File: src/design/vhd_pkg.sv
`timescale 1ns / 1ps
package vhd_pkg;

    localparam int C_MAX_CONSTRAINT = 7;
    localparam int C_MAX_GENERATORS = 4;
    localparam int C_MAX_SYMBOLS    = 1024;

    localparam int C_SW = C_MAX_CONSTRAINT - 1;   // state index width
    localparam int C_NS = 1 << C_SW;              // trellis states
    localparam int C_MW = 13;                     // path metric width
    localparam logic [C_MW-1:0] C_METRIC_MAX = 13'd8191;

    // Configuration register indexes.
    localparam logic [2:0] C_REG_K      = 3'd0;
    localparam logic [2:0] C_REG_G      = 3'd1;
    localparam logic [2:0] C_REG_POLY_A = 3'd2;
    localparam logic [2:0] C_REG_POLY_B = 3'd3;
    localparam logic [2:0] C_REG_POLY_C = 3'd4;
    localparam logic [2:0] C_REG_POLY_D = 3'd5;

    typedef struct packed {
        logic signed [7:0] soft_value;
        logic              frame_end;
    } t_in_item;

    typedef struct packed {
        logic [63:0]     decoded_word;
        logic [6:0]      bit_count;
        logic            last_word;
        logic [C_MW-1:0] best_metric;
        logic            truncated;
    } t_result;

    typedef struct packed {
        logic [C_MW-1:0] metric;
        logic            reach;
        logic            dec;
    } t_acs_out;

endpackage

File: src/design/vhd_acs.sv
`timescale 1ns / 1ps
module vhd_acs (
    input  logic [vhd_pkg::C_SW-1:0]   i_state,
    input  logic [vhd_pkg::C_SW:0]     i_ns,
    input  logic [2:0]                 i_num_gen,
    input  logic [6:0]                 i_poly [4],
    input  logic [3:0]                 i_sym,
    input  logic [vhd_pkg::C_MW-1:0]   i_metric0,
    input  logic [vhd_pkg::C_MW-1:0]   i_metric1,
    input  logic                       i_reach0,
    input  logic                       i_reach1,
    output vhd_pkg::t_acs_out          o_acs
);
    import vhd_pkg::*;

    logic [C_SW:0] reg0;
    logic [C_SW:0] reg1;
    logic [2:0]    dist0;
    logic [2:0]    dist1;
    logic [C_MW:0] sum0;
    logic [C_MW:0] sum1;
    logic [C_MW-1:0] cost0;
    logic [C_MW-1:0] cost1;

    // The encoder register seen from either predecessor: the low branch
    // holds the state itself, the high branch adds the oldest bit.
    assign reg0 = {1'b0, i_state};
    assign reg1 = {1'b0, i_state} | i_ns;

    always_comb begin
        dist0 = 3'd0;
        dist1 = 3'd0;
        for (int p = 0; p < 4; p++) begin
            if (3'(p) < i_num_gen) begin
                dist0 = dist0 + 3'((^(i_poly[p] & reg0)) ^ i_sym[p]);
                dist1 = dist1 + 3'((^(i_poly[p] & reg1)) ^ i_sym[p]);
            end
        end
        sum0  = {1'b0, i_metric0} + {{(C_MW-2){1'b0}}, dist0};
        sum1  = {1'b0, i_metric1} + {{(C_MW-2){1'b0}}, dist1};
        cost0 = sum0[C_MW] ? C_METRIC_MAX : sum0[C_MW-1:0];
        cost1 = sum1[C_MW] ? C_METRIC_MAX : sum1[C_MW-1:0];
        o_acs = '0;
        if (i_reach0 && (!i_reach1 || cost0 <= cost1)) begin
            o_acs.metric = cost0;
            o_acs.reach  = 1'b1;
        end else if (i_reach1) begin
            o_acs.metric = cost1;
            o_acs.reach  = 1'b1;
            o_acs.dec    = 1'b1;
        end
    end

endmodule

File: config.mk
export PLATFORM = sky130hd
export DESIGN_NAME = vhd_acs
export DESIGN_NICKNAME = d
export VERILOG_FILES = /design/src/design/vhd_pkg.sv /design/src/design/vhd_acs.sv
export SDC_FILE = /design/constraint.sdc
export NUM_CORES = 1
export LEC_CHECK = 0
export BUFFER_PORTS_ARGS = -buffer_cell sky130_fd_sc_hd__buf_2
export CAP_MARGIN = 15
export CORE_UTILIZATION = 53
export DETAILED_ROUTE_END_ITERATION = 6
export PLACE_DENSITY = 0.95
export SLEW_MARGIN = 10
export SYNTH_ARGS = -nofsm -noshare
export SYNTH_HDL_FRONTEND = slang
export SYNTH_SLANG_ARGS = --single-unit
export TNS_END_PERCENT = 1
File: constraint.sdc
create_clock -name vclk -period 8.6
set_clock_uncertainty 0.2 [all_clocks]
set_input_delay 0.86 -clock vclk [all_inputs]
set_output_delay 0.86 -clock vclk [all_outputs]
set_load 0.05 [all_outputs]
### Yosys cells after proc, flatten, opt, wreduce, memory -nomap -nowiden

Cells that the tools add are included.

* bitwise operators: 17
* magnitude comparators: 5
* reduce and logical (&&, ||, !) cells: 11
* muxes and demuxes: 13
* add/sub/neg operators: 8

Operator list (count)
* $reduce_xor 7->1: 8
* $add 13x3->14: 2
* $and 7x6->7: 4
* $and 7x7->7: 4
* $mux 13: 2
* $add 3x1->3: 6
* $mux 3: 6
* $mux 15: 1
* $mux 14: 1
* $le 13x13->1: 1
* $xor 1x1->1: 8
* $or 6x7->7: 1
* $lt 1x3->1 const A: 2
* $lt 2x3->1 const A: 2
* $mux 1: 3
* $logic_and 1x1->1: 1
* $logic_not 1->1: 1
* $logic_or 1x1->1: 1

* flip-flop bits (word level): 0
* input port bits: 76

### Depth between registers and ports, before layout

* depth in word-level cells: 17
* gate-level depth with buffers: 28

### Worst setup path after synthesis

Ideal clock, no wire load.

* path type: input port to output port
* start point: input i_num_gen[2]
* end point: output o_acs[11] in the netlist's numbering
* stages on the path: 25
* slack: 1.077 ns
* data required time: 7.540 ns
* data arrival time: 6.463 ns
* cells stage by stage: buf_2 -> or2_0 -> nor2_1 -> nor2_1 -> ha_1 -> a21o_1 -> ha_1 -> ha_1 -> a22o_1 -> a22o_1 -> ha_1 -> mux2_2 -> ha_1 -> a21o_1 -> a21oi_2 -> and2b_4 -> nand3_4 -> and2_1 -> inv_1 -> ha_1 -> nand4_1 -> o41ai_1 -> o31a_4 -> buf_6 -> mux2i_1

RTL lines
* from (decl): RTL line vhd_acs.sv:5 `input logic [2:0] i_num_gen,`
* to (decl): RTL line vhd_acs.sv:12 `output vhd_pkg::t_acs_out o_acs`

==> key figures <==
Place
  – Dpl hpwl: 5.49 mm
  – Dpl cells: 469
  – Port bufs: 91
  – Placed Area: 2900 sq um
  – Final RePlAce weighted congestion: 0.896

Yosys
  – Cells after Synth: 330
  – Top post-synthesis cells by area: xnor2_1, ha_1, nand2_1
  – Most frequent cell after synthesis: xnor2_1
  – Most common library cells after synthesis: xnor2_1, nand2_1, nor2_1
  – Synthesized area per cell: 7.27 sq um
  – Seq/Total Area, Yosys: 0%
  – Leading area contributor after synthesis: xnor2_1
  – Yosys cell types: 54
  – Yosys warning total: 0
  – Synth top area share: 21.5%
  – Cell Area, Synth: 2400 sq um
  – Syn_nets: 437

GRT
  – Global route overflow: 0
  – Initial antenna violation count: 0
  – Largest net degree at the start of global routing: 15
  – Total global-route track usage: 24.9%
  – First-pass GRT wire length: 10.3 mm
  – Number of global-route vias before repair: 2530

Route
  – Routed wire length: 6.11 mm
  – DRC viols: 0
  – Via/cell ratio: 5.58
  – Wire length per cell: 13.0 microns
  – Routed vias: 2617
  – Pre-Repair DR Iteration Count: 5
  – First DRT Iteration DRCs: 168
  – Remaining antenna violation count: 0

Layout
  – Seq_cells: 0
  – Post-layout instance area: 2900 sq um
  – Layout cells sized above 1: 28.8%
  – Number of fill cells: 366
  – Final net count: 526
  – Number of diodes: 0
  – Area delta synth->final: 20.7%
  – Sequential Area: 0 sq um
  – Layout clock buffers: 0
  – Core Util, Final: 66.5%
  – Non-filler cells, final: 469

Floorplanning
  – Die area: 4800 sq um
  – Core ar.: 4350 sq um
  – Die Wd: 69.3 microns
  – Initial Utilization: 55.1%
  – Die span in y: 69.3 microns
  – Number of cell rows: 24
  – Number of I/O pins: 91

Clock tree
  – Number of gates resized after CTS: 0
  – CTS Hold Bufs: 0
  – Post-CTS Setup Bufs: 0

STA
  – Rel. slew slack: 73.1%
  – Final Hold Fails: 0
  – RSZ-0062 raised after global routing: no
  – Max-slew violations: 0
  – Slew @ Worst Pin: 0.398 ns
  – Final worst path period need: 7.81 ns
  – Setup tns final: 0 ns
  – Tcrit/Tclk final: 90.8%
  – Highest Clock Rate: 0.128 GHz
  – Final setup viols: 0

Setup path
  – Crit. End Element: output pin
  – Critical-path maximum fanout: 14
  – Worst Path Buf+Inv: 2
  – WP data arrival: 6.75 ns
  – CP Launch Point: i_state[0]
  – Crit start category: input pin
  – CP top delay family: compound AO/OA/AOI/OAI gates
  – CP Data Required Time: 7.54 ns
  – CP Class: input pin to output pin
  – Worst path slowest cell: mux2_2
  – Largest stage delay, worst path: 0.37 ns
  – Most common cell on crit path: ha_1

Min path
  – Worst Hold Class: input pin to output pin
  – Hold path start: i_reach0

Power and ir drop
  – LEAKAGE: 1.40 nW
  – Peak supply drop: 0.107 mV
  – Tot Pwr: 0.556 mW
  – Power per Cell Area: 192 nW/um^2

Run status
  – Status: finished clean

Run
  – Max Cap Viol: 0
[layout make-up]
type                       instances  area, sq um  share of cell area, %
multi-input combinational        314         2330                   80.5
timing repair buffer              91          455                   15.7
tap                               52         65.1                   2.25
inverter                          12         45.0                   1.56
[path summary, 6_finish.rpt]
| check | end | slack, ns | cells after the start |
|---|---|---|---|
| hold / removal | o_acs[1] | 1.96 | 3 |
| setup / recovery | o_acs[6] | 0.79 | 28 |
[per-stage QoR]
stage | setup WS (ns) | hold WS, ns
after detailed placement | 0.834 | 1.96
after CTS | 0.822 | 1.96
after global placement | 1.05 | 1.96
after floorplan | 1.08 | 1.76
final | 0.794 | 1.96
after global routing | 0.463 | 1.97
[kinds of logic (layout without fill, tap and decap cells)]
family	count (synthesis)	in the layout	synth area share, %
AOI/OAI and AO/OA	62	62	17.3
xor gates and xnor gates	67	67	24.5
adders and majority gates	31	31	16.8
buffers and inverters	16	103	2.87
muxes	23	23	11.1
and+or+nand+nor	131	131	27.6
[power breakdown]
group | internal (mW) | switching, mW | leakage, nW | total [mW]
Sequential | 0 | 0 | 0 | 0
Combinational | 0.235 | 0.321 | 1.40 | 0.556
Clock | 0 | 0 | 0 | 0
Total | 0.235 | 0.321 | 1.40 | 0.556
[layout by cell type, fill, tap and decap left out, types with 2 or more instances in the layout]
| master | n |
|---|---|
| buf_2 | 91 |
| xnor2_1 | 59 |
| nand2_1 | 53 |
| nor2_1 | 32 |
| ha_1 | 29 |
| o21ai_0 | 25 |
| inv_1 | 11 |
| mux2i_1 | 10 |
| mux2_2 | 8 |
| xor2_1 | 8 |
| nor2b_1 | 7 |
| o21ai_1 | 7 |
| nand3_1 | 6 |
| a21o_1 | 5 |
| and3_1 | 5 |
| and2_1 | 5 |
| mux2_4 | 5 |
| nand4_1 | 4 |
| a21oi_1 | 4 |
| nand2b_1 | 3 |
| a21oi_2 | 2 |
| a31oi_1 | 2 |
| a211o_1 | 2 |
| a22o_1 | 2 |
| a221o_1 | 2 |
| nor3_2 | 2 |
| or2_2 | 2 |
| fa_1 | 2 |
[layer usage]
layer  global-route usage (%)  up-vias  routed length (microns)
met4                     4.76        0                      106
met5                        0        -                        0
met2                     45.7       98                     2990
li1                         -     1333                        -
met3                     2.33       12                      361
met1                     31.4     1174                     2650
Note: power is estimated with default switching activity, not from simulation.
